## src/sv/clnib_pkg.sv

```systemverilog
// Package: shared types and constants for the character LCD nibble sequencer.
package clnib_pkg;

   typedef enum logic [1:0] {
      OP_INIT    = 2'd0,
      OP_COMMAND = 2'd1,
      OP_DATA    = 2'd2,
      OP_CURSOR  = 2'd3
   } op_type;

   typedef enum logic [1:0] {
      CSR_FUNCTION_SET = 2'd0,
      CSR_ENTRY_MODE   = 2'd1,
      CSR_DISPLAY_CTRL = 2'd2
   } csr_index_type;

   localparam logic [7:0] FUNCTION_SET_RESET = 8'h28;
   localparam logic [7:0] ENTRY_MODE_RESET   = 8'h06;
   localparam logic [7:0] DISPLAY_CTRL_RESET = 8'h0F;
   localparam logic [7:0] CMD_CLEAR          = 8'h01;
   localparam logic [3:0] NIB_WAKE           = 4'h3;
   localparam logic [3:0] NIB_FOUR_BIT       = 4'h2;
   localparam logic [2:0] WAIT_FIRST_WAKE_MS = 3'd5;
   localparam logic [2:0] WAIT_SHORT_MS      = 3'd1;
   localparam logic [2:0] WAIT_SLOW_CMD_MS   = 3'd2;
   localparam logic [7:0] SLOW_CMD_LIMIT     = 8'd4;

   localparam int         STEP_W             = 4;
   localparam logic [STEP_W-1:0] STEP_LAST_BYTE = 4'd1;
   localparam logic [STEP_W-1:0] STEP_LAST_INIT = 4'd11;
   localparam logic [STEP_W-1:0] STEP_FOUR_BIT  = 4'd3;
   localparam logic [STEP_W-1:0] STEP_FIRST     = 4'd0;

   localparam int         QUEUE_DEPTH        = 2;

   typedef struct packed {
      logic       is_init;
      logic       rs;
      logic [7:0] cmd;
   } job_type;

   typedef struct packed {
      logic [7:0] function_set;
      logic [7:0] entry_mode;
      logic [7:0] display_ctrl;
   } cfg_type;

   typedef struct packed {
      logic [3:0] nibble;
      logic       register_select;
      logic [4:0] wait_before_ms;
      logic [2:0] wait_after_ms;
      logic       last;
   } pulse_type;

endpackage

```

## src/sv/clnib_if.sv

```systemverilog
// Interfaces: request, response and register write channels.
interface clnib_req_if;
   logic       valid;
   logic       ready;
   logic [1:0] operation;
   logic [7:0] value;
   logic       row;
   logic [5:0] column;
   modport source (output valid, operation, value, row, column, input ready);
   modport sink   (input valid, operation, value, row, column, output ready);
endinterface

interface clnib_rsp_if;
   logic       valid;
   logic       ready;
   logic [3:0] nibble;
   logic       register_select;
   logic [4:0] wait_before_ms;
   logic [2:0] wait_after_ms;
   logic       last;
   modport source (output valid, nibble, register_select, wait_before_ms, wait_after_ms,
                   last, input ready);
   modport sink   (input valid, nibble, register_select, wait_before_ms, wait_after_ms,
                   last, output ready);
endinterface

interface clnib_csr_if;
   logic       valid;
   logic       ready;
   logic [1:0] index;
   logic [7:0] data;
   modport source (output valid, index, data, input ready);
   modport sink   (input valid, index, data, output ready);
endinterface

```

## src/sv/clnib_front.sv

```systemverilog
// Front end: accept requests and turn each into a queued job.
module clnib_front
   import clnib_pkg::*;
(
   clnib_req_if.sink req_chan,
   input  logic      queue_full,
   output logic      push,
   output job_type   job
);

   assign req_chan.ready = !queue_full;
   assign push           = req_chan.valid && !queue_full;

   always_comb begin
      job = '0;
      unique case (op_type'(req_chan.operation))
         OP_INIT: begin
            job.is_init = 1'b1;
         end
         OP_COMMAND: begin
            job.cmd = req_chan.value;
         end
         OP_DATA: begin
            job.rs  = 1'b1;
            job.cmd = req_chan.value;
         end
         OP_CURSOR: begin
            job.cmd = {1'b1, req_chan.row, req_chan.column};
         end
         default: begin
            job = '0;
         end
      endcase
   end

endmodule

```

## src/sv/clnib_queue.sv

```systemverilog
// Job queue: short FIFO between the front end and the pulse sequencer.
module clnib_queue
   import clnib_pkg::*;
(
   input  logic    clock,
   input  logic    reset,
   input  logic    push,
   input  job_type push_job,
   input  logic    pop,
   output logic    full,
   output logic    not_empty,
   output job_type head
);

   localparam int PTR_W = (QUEUE_DEPTH > 1) ? $clog2(QUEUE_DEPTH) : 1;
   localparam int CNT_W = $clog2(QUEUE_DEPTH + 1);
   localparam logic [CNT_W-1:0] DEPTH_CNT = CNT_W'(QUEUE_DEPTH);
   localparam logic [PTR_W-1:0] LAST_PTR  = PTR_W'(QUEUE_DEPTH - 1);

   job_type           slot_ff [QUEUE_DEPTH];
   logic [PTR_W-1:0]  wr_ptr_ff, wr_ptr_in;
   logic [PTR_W-1:0]  rd_ptr_ff, rd_ptr_in;
   logic [CNT_W-1:0]  count_ff, count_in;

   assign full      = (count_ff == DEPTH_CNT);
   assign not_empty = (count_ff != '0);
   assign head      = slot_ff[rd_ptr_ff];

   always_comb begin
      wr_ptr_in = wr_ptr_ff;
      rd_ptr_in = rd_ptr_ff;
      count_in  = count_ff;
      if (push) begin
         wr_ptr_in = (wr_ptr_ff == LAST_PTR) ? '0 : wr_ptr_ff + 1'b1;
      end
      if (pop) begin
         rd_ptr_in = (rd_ptr_ff == LAST_PTR) ? '0 : rd_ptr_ff + 1'b1;
      end
      if (push && !pop) begin
         count_in = count_ff + 1'b1;
      end else if (pop && !push) begin
         count_in = count_ff - 1'b1;
      end
   end

   always_ff @(posedge clock) begin
      if (reset) begin
         wr_ptr_ff <= '0;
         rd_ptr_ff <= '0;
         count_ff  <= '0;
      end else begin
         wr_ptr_ff <= wr_ptr_in;
         rd_ptr_ff <= rd_ptr_in;
         count_ff  <= count_in;
      end
   end

   always_ff @(posedge clock) begin
      if (push) begin
         slot_ff[wr_ptr_ff] <= push_job;
      end
   end

endmodule

```

## src/sv/clnib_back.sv

```systemverilog
// Back end: step through each job, register one enable pulse per cycle unless stalled.
module clnib_back
   import clnib_pkg::*;
#(
   parameter logic [4:0] POWER_UP_WAIT_MS = 5'd30
) (
   input  logic      clock,
   input  logic      reset,
   input  cfg_type   cfg,
   input  logic      job_valid,
   input  job_type   job,
   output logic      pop,
   clnib_rsp_if.source rsp_chan
);

   logic [STEP_W-1:0] step_ff, step_in;
   logic              out_valid_ff, out_valid_in;
   pulse_type         out_ff;
   pulse_type         pulse;
   logic [7:0]        cmd;
   logic              load;

   always_comb begin
      cmd = job.cmd;
      if (job.is_init) begin
         case (step_ff[2:1])
            2'b10:   cmd = cfg.function_set;
            2'b11:   cmd = cfg.entry_mode;
            2'b00:   cmd = CMD_CLEAR;
            default: cmd = cfg.display_ctrl;
         endcase
      end
   end

   always_comb begin
      pulse                 = '0;
      pulse.register_select = job.rs;
      if (job.is_init && step_ff <= STEP_FOUR_BIT) begin
         pulse.nibble        = (step_ff == STEP_FOUR_BIT) ? NIB_FOUR_BIT : NIB_WAKE;
         pulse.wait_after_ms = (step_ff == STEP_FIRST) ? WAIT_FIRST_WAKE_MS : WAIT_SHORT_MS;
         if (step_ff == STEP_FIRST) begin
            pulse.wait_before_ms = POWER_UP_WAIT_MS;
         end
      end else if (step_ff[0]) begin
         pulse.nibble = cmd[3:0];
         if (job.rs || cmd >= SLOW_CMD_LIMIT) begin
            pulse.wait_after_ms = WAIT_SHORT_MS;
         end else begin
            pulse.wait_after_ms = WAIT_SLOW_CMD_MS;
         end
      end else begin
         pulse.nibble = cmd[7:4];
      end
      pulse.last = job.is_init ? (step_ff == STEP_LAST_INIT) : (step_ff == STEP_LAST_BYTE);
   end

   assign load = job_valid && (!out_valid_ff || rsp_chan.ready);
   assign pop  = load && pulse.last;

   always_comb begin
      step_in      = step_ff;
      out_valid_in = out_valid_ff;
      if (rsp_chan.ready) begin
         out_valid_in = 1'b0;
      end
      if (load) begin
         out_valid_in = 1'b1;
         step_in      = pulse.last ? '0 : step_ff + 1'b1;
      end
   end

   always_ff @(posedge clock) begin
      if (reset) begin
         step_ff      <= '0;
         out_valid_ff <= 1'b0;
      end else begin
         step_ff      <= step_in;
         out_valid_ff <= out_valid_in;
      end
   end

   always_ff @(posedge clock) begin
      if (load) begin
         out_ff <= pulse;
      end
   end

   assign rsp_chan.valid           = out_valid_ff;
   assign rsp_chan.nibble          = out_ff.nibble;
   assign rsp_chan.register_select = out_ff.register_select;
   assign rsp_chan.wait_before_ms  = out_ff.wait_before_ms;
   assign rsp_chan.wait_after_ms   = out_ff.wait_after_ms;
   assign rsp_chan.last            = out_ff.last;

endmodule

```

## src/sv/char_lcd_nibble_sequencer_core.sv

```systemverilog
// Top level: character LCD 4-bit nibble sequencer with its setup registers.
//
// Each request turns into enable pulses for a 4-bit character LCD: init gives
// twelve, a command, data byte or cursor move gives two. The pulse sequencer
// emits one pulse per cycle while the response side keeps ready high, and
// requests are taken into a two-entry job queue while earlier ones are still
// being sent; the response output is registered. The three setup commands
// are written through the register port, which never stalls; write them only
// while no request is in flight.
module char_lcd_nibble_sequencer_core
   import clnib_pkg::*;
#(
   parameter int POWER_UP_WAIT_MS = 30
) (
   input  logic         clock,
   input  logic         reset,
   clnib_req_if.sink    req_chan,
   clnib_rsp_if.source  rsp_chan,
   clnib_csr_if.sink    csr_chan
);

   cfg_type cfg_ff;
   logic    push;
   logic    pop;
   logic    queue_full;
   logic    queue_not_empty;
   job_type push_job;
   job_type head_job;

   assign csr_chan.ready = 1'b1;

   always_ff @(posedge clock) begin
      if (reset) begin
         cfg_ff.function_set <= FUNCTION_SET_RESET;
         cfg_ff.entry_mode   <= ENTRY_MODE_RESET;
         cfg_ff.display_ctrl <= DISPLAY_CTRL_RESET;
      end else if (csr_chan.valid) begin
         case (csr_chan.index)
            CSR_FUNCTION_SET: cfg_ff.function_set <= csr_chan.data;
            CSR_ENTRY_MODE:   cfg_ff.entry_mode   <= csr_chan.data;
            CSR_DISPLAY_CTRL: cfg_ff.display_ctrl <= csr_chan.data;
            default:          cfg_ff              <= cfg_ff;
         endcase
      end
   end

   clnib_front u_front (
      .req_chan   (req_chan),
      .queue_full (queue_full),
      .push       (push),
      .job        (push_job)
   );

   clnib_queue u_queue (
      .clock     (clock),
      .reset     (reset),
      .push      (push),
      .push_job  (push_job),
      .pop       (pop),
      .full      (queue_full),
      .not_empty (queue_not_empty),
      .head      (head_job)
   );

   clnib_back #(
      .POWER_UP_WAIT_MS (5'(POWER_UP_WAIT_MS))
   ) u_back (
      .clock     (clock),
      .reset     (reset),
      .cfg       (cfg_ff),
      .job_valid (queue_not_empty),
      .job       (head_job),
      .pop       (pop),
      .rsp_chan  (rsp_chan)
   );

endmodule

```

## src/flat_wrapper.sv

```systemverilog
// flat-port wrapper written by rule: the top's interface ports become plain ports
module char_lcd_nibble_sequencer_core_flat import clnib_pkg::*;
#(
   parameter int POWER_UP_WAIT_MS = 30
)
  (clock, reset, req_chan_valid, req_chan_operation, req_chan_value, req_chan_row, req_chan_column, req_chan_ready, rsp_chan_valid, rsp_chan_nibble, rsp_chan_register_select, rsp_chan_wait_before_ms, rsp_chan_wait_after_ms, rsp_chan_last, rsp_chan_ready, csr_chan_valid, csr_chan_index, csr_chan_data, csr_chan_ready);
  clnib_req_if req_chan_i ();
  clnib_rsp_if rsp_chan_i ();
  clnib_csr_if csr_chan_i ();
  input  logic clock;
  input  logic reset;
  input wire logic [$bits(req_chan_i.valid)-1:0] req_chan_valid;
  input wire logic [$bits(req_chan_i.operation)-1:0] req_chan_operation;
  input wire logic [$bits(req_chan_i.value)-1:0] req_chan_value;
  input wire logic [$bits(req_chan_i.row)-1:0] req_chan_row;
  input wire logic [$bits(req_chan_i.column)-1:0] req_chan_column;
  output wire logic [$bits(req_chan_i.ready)-1:0] req_chan_ready;
  output wire logic [$bits(rsp_chan_i.valid)-1:0] rsp_chan_valid;
  output wire logic [$bits(rsp_chan_i.nibble)-1:0] rsp_chan_nibble;
  output wire logic [$bits(rsp_chan_i.register_select)-1:0] rsp_chan_register_select;
  output wire logic [$bits(rsp_chan_i.wait_before_ms)-1:0] rsp_chan_wait_before_ms;
  output wire logic [$bits(rsp_chan_i.wait_after_ms)-1:0] rsp_chan_wait_after_ms;
  output wire logic [$bits(rsp_chan_i.last)-1:0] rsp_chan_last;
  input wire logic [$bits(rsp_chan_i.ready)-1:0] rsp_chan_ready;
  input wire logic [$bits(csr_chan_i.valid)-1:0] csr_chan_valid;
  input wire logic [$bits(csr_chan_i.index)-1:0] csr_chan_index;
  input wire logic [$bits(csr_chan_i.data)-1:0] csr_chan_data;
  output wire logic [$bits(csr_chan_i.ready)-1:0] csr_chan_ready;
  assign req_chan_i.valid = req_chan_valid;
  assign req_chan_i.operation = req_chan_operation;
  assign req_chan_i.value = req_chan_value;
  assign req_chan_i.row = req_chan_row;
  assign req_chan_i.column = req_chan_column;
  assign req_chan_ready = req_chan_i.ready;
  assign rsp_chan_valid = rsp_chan_i.valid;
  assign rsp_chan_nibble = rsp_chan_i.nibble;
  assign rsp_chan_register_select = rsp_chan_i.register_select;
  assign rsp_chan_wait_before_ms = rsp_chan_i.wait_before_ms;
  assign rsp_chan_wait_after_ms = rsp_chan_i.wait_after_ms;
  assign rsp_chan_last = rsp_chan_i.last;
  assign rsp_chan_i.ready = rsp_chan_ready;
  assign csr_chan_i.valid = csr_chan_valid;
  assign csr_chan_i.index = csr_chan_index;
  assign csr_chan_i.data = csr_chan_data;
  assign csr_chan_ready = csr_chan_i.ready;
  char_lcd_nibble_sequencer_core #(.POWER_UP_WAIT_MS(POWER_UP_WAIT_MS)) u_core (.clock(clock), .reset(reset), .req_chan(req_chan_i), .rsp_chan(rsp_chan_i), .csr_chan(csr_chan_i));
endmodule
```

## config.mk

```make
export PLATFORM = sky130hd
export DESIGN_NAME = char_lcd_nibble_sequencer_core_flat
export DESIGN_NICKNAME = d
export VERILOG_FILES = /design/src/sv/clnib_pkg.sv /design/src/sv/clnib_if.sv /design/src/sv/clnib_front.sv /design/src/sv/clnib_queue.sv /design/src/sv/clnib_back.sv /design/src/sv/char_lcd_nibble_sequencer_core.sv /design/src/flat_wrapper.sv
export SDC_FILE = /design/constraint.sdc
export NUM_CORES = 1
export LEC_CHECK = 0
export ABC_AREA = 1
export BUFFER_PORTS_ARGS = -buffer_cell sky130_fd_sc_hd__buf_2
export CAP_MARGIN = 30
export CORE_UTILIZATION = 56
export CTS_CLUSTER_SIZE = 40
export DETAILED_ROUTE_END_ITERATION = 10
export GPL_TIMING_DRIVEN = 1
export MAX_ROUTING_LAYER = met4
export PLACE_DENSITY_LB_ADDON = 0.15
export SLEW_MARGIN = 20
export SYNTH_ARGS = -nofsm -noshare
export SYNTH_HDL_FRONTEND = slang
export SYNTH_SLANG_ARGS = --single-unit
```

## constraint.sdc

```tcl
create_clock -name clock -period 3.1 [get_ports clock]
set_clock_uncertainty 0.2 [all_clocks]
set_input_delay 0.465 -clock clock [delete_from_list [all_inputs] [get_ports clock]]
set_output_delay 0.465 -clock clock [all_outputs]
set_load 0.05 [all_outputs]
```

==> results.yml, run 1 <==
pwr:
  pwr-share-clk_pct: 27.2
  irDropWorstVdd_uv: 395
  p_sw_uw: 871
  power_density_nw_per_um2: 725
  leakage_uw: 0.00149
  power_uw: 2430
  p_sw_share_pct: 35.8
  p_int_uw: 1560
  power.share.combinational_pct: 29.4
  seqPwrFrac_pct: 43.4
synth:
  syn_nets: 392
  yosysWarnings: 0
  synth-seq-cells: 63
  synth_area_um2: 2970
  synthCells: 354
  yosysUniqueCellTypes: 31
  syn_area_per_cell_um2: 8.38
  seq_area_frac_synth_pct: 52.3
floorplanning:
  ioPinCount: 49
  dieArea_um2: 5590
  core_area_um2: 5110
  die_h_um: 74.8
  fp-row-count: 26
  die_w_um: 74.8
  start_util_pct: 58.1
detailed_routing:
  dr.pass1.iters: 7
  antenna_left: 0
  drt-total-wl_um: 6020
  vias: 2433
  drt-initial-drc-count: 166
  wl_per_cell_um: 12.8
  drcViolationCount: 1
  vias_per_cell: 5.19
flow_run:
  maxCapViolCount: 0
cts:
  cts_setup_buffers: 0
  clkTransAtPathRegs_ns: 0.06
  clk_latency_ns: 0.34
  cts-root-buf: "clkbuf_8"
  cts_made_buffers: 9
  htreeDepth: 3
  clock_path_buffers: 2
  cts-hold-fix-buffers: 0
  cts_resized: 0
  cts_sinks: 63
  cts_tree: "done"
status:
  violations: "DRC"
  status: "finished, violations left"
worst_setup_path:
  arrival_ns: 2.53
  start_kind: "flop"
  critPathMaxStageDelay_ns: 0.44
  path_class: "reg -> reg"
  crit_slowest_cell: "dfxtp_1"
  end_kind: "flop"
  worstPathRequired_ns: 3.12
  crit_fanout: 12
  crit_path_cell_trace: "inv_2 > nand2_2 > nand2_4 > inv_1 > nand2_1 > nand3_2 > nor2_4 > inv_1 > ha_1 > a21oi_1 > o21ai_0 > o21ai_0 > a21oi_1"
layout:
  final_core_util_pct: 65.7
  n_antenna_cell: 0
  drive_gt1_share_pct: 20.1
  fin_nets: 433
  stdcell_count: 469
  area_growth_pct: 13.1
timing:
  max_slew.worst_pin.slew_ns: 0.942
  slew_headroom_pct: 37.0
  rsz0062_at_grt: "no"
  fin_setup_tns_ns: 0
  hold_viol_final: 0
  max_freq_ghz: 0.398
  setup_viol: 0
  period_share_pct: 81.0
  maxSlewViolCount: 0
  post-route-min-period_ns: 2.51
global_routing:
  overflow: 0
  antenna_found_initial: 0
  grt_pass1_vias: 2209
  grt_max_degree: 32
  grtUsageTotal_pct: 24.8
  grt_pass1_wl_um: 9990
min_path:
  hold_path_class: "in -> reg"
place:
  gp_congestion: 0.880
  dp_hpwl_um: 4310
  dp_cells: 454
  port_buffers: 46
[cells in the mapped netlist]
| cell type | n | share of area [%] |
|---|---|---|
| a211oi_1 | 1 | 0.25 |
| nand2_1 | 84 | 11 |
| o21ai_0 | 25 | 4.2 |
| conb_1 | 2 | 0.25 |
| edfxtp_1 | 29 | 29 |
| buf_6 | 3 | 1.1 |
| nor2_4 | 1 | 0.38 |
| buf_2 | 2 | 0.34 |
| clkbuf_1 | 6 | 0.76 |
| inv_1 | 24 | 3.0 |
| nor3_1 | 3 | 0.51 |
| nor3_2 | 2 | 0.68 |
| nand3_2 | 1 | 0.34 |
| o22ai_1 | 2 | 0.42 |
| nand2_4 | 2 | 0.76 |
| and2_0 | 1 | 0.21 |
| nand2_2 | 3 | 0.63 |
| nand4_1 | 3 | 0.63 |
| inv_2 | 2 | 0.25 |
| a21oi_1 | 18 | 3.0 |
| ha_1 | 6 | 2.5 |
| o21ai_2 | 3 | 0.89 |
| xor2_1 | 1 | 0.30 |
| buf_4 | 6 | 1.5 |
| a21oi_2 | 2 | 0.59 |
| dfxtp_1 | 34 | 23 |
| buf_12 | 1 | 0.68 |
| nand3_1 | 33 | 5.6 |
| o21ai_1 | 1 | 0.17 |
| nor2_1 | 50 | 6.3 |
| nor2_2 | 3 | 0.63 |
[placed cells by master, fill, tap and decap left out]
cell,netlist,routed
inv_1,24,24
nand2_4,2,2
o21ai_2,3,3
nor3_1,3,3
nor2_4,1,1
o21ai_0,25,25
nand4_1,3,3
a21oi_1,18,18
buf_2,2,46
conb_1,2,2
nor3_2,2,2
buf_4,6,2
edfxtp_1,29,29
and2_0,1,1
dfxtp_1,34,34
ha_1,6,6
clkbuf_8,0,13
nand2_2,3,3
a211oi_1,1,1
inv_2,2,2
xor2_1,1,1
nand3_2,1,1
o22ai_1,2,2
nor2_2,3,3
o21ai_1,1,1
nand3_1,33,33
nor2_1,50,50
a21oi_2,2,2
clkbuf_1,6,2
nand2_1,84,84
[sequential cells by signal (all words and copies together), names as in the netlist, named ones only]
register and count:
u_core.cfg_ff 24, u_core.u_back.rsp_chan.last 1, u_core.u_back.rsp_chan.nibble 4, u_core.u_back.rsp_chan.register_select 1, u_core.u_back.rsp_chan.valid 1, u_core.u_back.rsp_chan.wait_after_ms 2, u_core.u_back.rsp_chan.wait_before_ms 1, u_core.u_back.step_ff 4
u_core.u_queue.count_ff 2, u_core.u_queue.rd_ptr_ff 1, u_core.u_queue.slot_ff 20, u_core.u_queue.wr_ptr_ff 1
[metal layers]
metal / track usage, % / vias up / part of all wire, %
li1: - / 1241 / -
met1: 34.5 / 1104 / 47
met2: 36.0 / 79 / 45
met3: 4.28 / 9 / 6.4
met4: 10.3 / 0 / 1.2
met5: - / - / 0
[worst max-delay path, delay by kind of cell (launching register included)]
family,cells,cell delay (ns)
AO/OA/AOI/OAI,4,0.44
adder cells (fa/ha/maj),1,0.32
buffers and inverters,3,0.39
flip-flops,1,0.44
AND/OR/NAND/NOR,5,0.59
[stage by stage]
step / setup slack (ns) / hold WS [ns] / cell area [um2]
after global placement: 0.716 / 0.241 / 3170
after CTS: 0.581 / 0.115 / 3350
after global routing: 0.279 / 0.141 / 3350
final: 0.588 / 0.118 / 3350
after detailed placement: 0.604 / 0.253 / 3170
after floorplan: 0.628 / 0.229 / 2970
[final cells by class]
type                    instances  area (um2)
fillers                       463        1750
flip-flops and latches         63        1550
multi-input cells             247        1180
repair buffers                 48         245
clock buffers                  15         186
inverters                      26        97.6
well taps                      70        87.6
[power groups by stage]
stage | clock (uW) | combinational (uW) | sequential, uW
after floorplan | 0 | 454 | 1200
after global placement | 0 | 703 | 1070
after detailed placement | 0 | 709 | 1070
after CTS | 665 | 713 | 1060
after global routing | 698 | 793 | 1070
final | 662 | 714 | 1050
[final timing paths]
kind / startpoint / to / slack, ns / depth (start not counted)
max reg2reg: flop / u_core.u_queue.count_ff[1]$_SDFFE_PP0P_ / 0.59 / 13
min reg2reg: u_core.cfg_ff[21]$_SDFFE_PP1P_ / u_core.cfg_ff[21]$_SDFFE_PP1P_ / 0.27 / 2
min: reset / u_core.u_back.rsp_chan.valid$_SDFFE_PP0P_ / 0.12 / 2
max: flop / u_core.u_queue.count_ff[1]$_SDFFE_PP0P_ / 0.59 / 13
[kinds of logic after synthesis]
family / count (synthesis) / share of synthesized area (%)
AND/OR/NAND/NOR: 186 / 27.3
AO/OA/AOI/OAI: 52 / 9.58
flip-flops: 63 / 52.3
buffers and inverters: 44 / 7.72
XOR/XNOR: 1 / 0.295
adder cells (fa/ha/maj): 6 / 2.53
other: 2 / 0.253
Note: power is estimated with default switching activity, not from simulation.
==> run 2: changes to the inputs <==
--- a/config.mk
+++ b/config.mk
@@ -5,7 +5,7 @@
 export SDC_FILE = /design/constraint.sdc
 export NUM_CORES = 1
 export LEC_CHECK = 0
-export ABC_AREA = 1
+export ABC_AREA = 0
 export BUFFER_PORTS_ARGS = -buffer_cell sky130_fd_sc_hd__buf_2
 export CAP_MARGIN = 30
 export CORE_UTILIZATION = 56
==> constraint.sdc (replaced) <==
create_clock -name clock -period 2.45 [get_ports clock]
set_clock_uncertainty 0.2 [all_clocks]
set_input_delay 0.3675 -clock clock [delete_from_list [all_inputs] [get_ports clock]]
set_output_delay 0.3675 -clock clock [all_outputs]
set_load 0.05 [all_outputs]
==> run 2 against run 1 <==
Net effect: the run now ends clean; sequential power up 37%; fmax up 10%; count of clock-buffer cells in the layout up 1; synthesized cell count down 26%; register-to-register slack worse by 0.42 ns; critical path depth down 7; sequential cell count unchanged; worst setup slack worse by 0.42 ns; combinational power up 72%; sequential share of layout area up 0.33 points; final cell count down 20%.
==> results.yml, run 2 <==
layout:
  area_growth_pct: 14.4
  final_core_util_pct: 68.7
  largest_reg_flops: 24
  mostFrequentLayoutCells: "buf_2 (46), nor2_1 (41), dfxtp_1 (33), edfxtp_1 (29), mux2i_1 (19)"
  drive_gt1_share_pct: 28.0
  layout_commonest_cell: "buf_2"
  fin_nets: 340
  reg_top3: "u_core.cfg_ff: 24 flops, u_core.u_queue.slot_ff: 20 flops"
  seq_area_um2: 1550
  multiInputGateArea_um2: 1190
  n_antenna_cell: 0
  num-fill-cells: 388
  top_register: "u_core.cfg_ff"
synth:
  synthFlopType: "dfxtp_1"
  syn_area_per_cell_um2: 11.2
  yosysWarnings: 0
  async_reset_ff_share_pct: 0
  synthCells: 261
  synth-seq-cells: 63
  synth_area_leaders: "edfxtp_1 (30%), dfxtp_1 (23%), mux2i_1 (6.9%)"
  synth_commonest_cells: "nor2_1 (41), dfxtp_1 (34), edfxtp_1 (29)"
  syn_nets: 299
  seq_area_frac_synth_pct: 53.3
  yosys.cell_count.top_type: "nor2_1"
  synth_area_um2: 2910
  synth_top_area_share_pct: 29.9
  yosysUniqueCellTypes: 47
  synth_edf_count: 29
  synth_top_area_cell: "edfxtp_1"
floorplanning:
  die_w_um: 74.1
  ioPinCount: 49
  fp-row-count: 25
  dieArea_um2: 5490
  core_area_um2: 4850
  start_util_pct: 60.1
  die_h_um: 74.1
timing:
  max_slew.worst_pin.slew_ns: 0.610
  setup_viol: 0
  slew_headroom_pct: 59.3
  post-route-min-period_ns: 2.28
  rsz0062_at_grt: "no"
  hold_viol_final: 0
  period_share_pct: 92.9
  max_freq_ghz: 0.439
  maxSlewViolCount: 0
  setup_slack_ns: 0.173
  fin_setup_tns_ns: 0
cts:
  cts_setup_buffers: 0
  cts_sinks: 63
  cts_made_buffers: 9
  clk_latency_ns: 0.34
  cts-root-buf: "clkbuf_8"
  clkTransAtPathRegs_ns: 0.06
  cts_tree: "done"
  htreeDepth: 3
  clock_path_buffers: 2
min_path:
  holdPathEnd: "u_core.cfg_ff[21]$_SDFFE_PP1P_"
  min_from: "csr_chan_data[5]"
  hold_path_class: "in -> reg"
  hold_path_depth: 2
worst_setup_path:
  arrival_ns: 2.33
  start_kind: "flop"
  rrSetupSlack_ns: 0.17
  path_class: "reg -> reg"
  worstPathRequired_ns: 2.51
  end_kind: "flop"
  r2r_cells: 6
  crit_fanout: 3
  r2r-end: "u_core.u_queue.count_ff[1]$_SDFFE_PP0P_"
detailed_routing:
  wl_per_cell_um: 14.5
  dr.pass1.iters: 4
  vias: 2039
  drcViolationCount: 0
  vias_per_cell: 5.45
  antenna_left: 0
  drt-initial-drc-count: 137
  drt-total-wl_um: 5440
place:
  pre_cts_ws_ns: 0.0766
  gp_congestion: 0.850
  port_buffers: 46
  dp_hpwl_um: 3890
global_routing:
  grt_max_degree: 35
  grt_pass1_wl_um: 8890
  antenna_found_initial: 0
  grtUsageTotal_pct: 23.2
  overflow: 0
  grt_pass1_vias: 1864
flow_run:
  maxCapViolCount: 0
pwr:
  irDropWorstVdd_uv: 683
  leakage_uw: 0.00141
  power_density_nw_per_um2: 1050
status:
  status: "completed"
## run 2: cell count changes after synthesis, sizes merged, moves of 10 or more
cell and delta:
a21oi -14, nand3 -32, mux2 +10, mux2i +21, inv -16, o21ai -28
nand2 -81, nor2 -13
## run 2: cell type report
class	count	area share [%]
Sequential cell	63	46.6
Multi-Input combinational cell	164	35.6
Timing Repair Buffer	54	8.71
Clock buffer	16	5.41
Tap cell	67	2.52
Inverter	10	1.13
## run 2: cells by family after synthesis
group | share of synthesized area (%)
DFF | 53.3
AOI/OAI and AO/OA | 11.9
muxes | 11.6
and+or+nand+nor | 12.4
adders and majority gates | 2.58
xor gates and xnor gates | 1.80
other | 0.258
buffers and inverters | 6.19
## run 2: worst max-delay path by stage
stage | to | slack (ns) | cells after the start
finish | u_core.u_queue.count_ff[1]$_SDFFE_PP0P_ | 0.17 | 6
global route | u_core.u_queue.count_ff[1]$_SDFFE_PP0P_ | 0.0007 | 6
CTS | u_core.u_back.rsp_chan.wait_after_ms[0]$_SDFFCE_PP1P_ | 0.06 | 5
detailed placement | u_core.u_back.rsp_chan.wait_after_ms[0]$_SDFFCE_PP1P_ | 0.08 | 5
global placement | u_core.u_back.rsp_chan.wait_after_ms[0]$_SDFFCE_PP1P_ | 0.21 | 5
floorplan | u_core.u_queue.count_ff[1]$_SDFFE_PP0P_ | 0.20 | 7
## run 2: metrics by stage
| step | hold WS [ns] | area, um2 | std cells | total power (uW) |
|---|---|---|---|---|
| 2_1_floorplan | 0.230 | 2910 | 261 | 2450 |
| 3_3_place_gp | 0.249 | 3140 | 358 | 2670 |
| 3_5_place_dp | 0.249 | 3140 | 358 | 2680 |
| 4_1_cts | 0.0479 | 3320 | 374 | 3500 |
| 5_1_grt | 0.0634 | 3330 | 374 | 3670 |
| 6_report | 0.0605 | 3330 | 374 | 3490 |
## run 2: routing by layer
metal | vias to the layer above | track usage (%) | part of all wire (%)
met5 | - | - | 0
met4 | 0 | 14.3 | 3.1
met3 | 16 | 4.20 | 5.5
met2 | 68 | 32.0 | 44
met1 | 947 | 31.5 | 47
li1 | 1008 | - | -
## run 2: repair_timing
| item | 4_1_cts | 5_1_grt |
|---|---|---|
| hold buffers | 0 | 0 |
| resized for setup | 0 | 3 |
| endpoints found under the setup margin | 0 | 4 |
## run 2: power breakdown
group	total, uW	switching, uW	internal, uW
combinational	1230	841	387
sequential	1440	97.4	1340
clock	824	371	453
## run 2: critical path, stage by stage, from the launching register on
cell	delay, ns
dfxtp_1	0.39
mux2i_4	0.28
mux2i_2	0.25
nand4b_1	0.19
ha_1	0.37
or3_1	0.36
a21oi_1	0.16
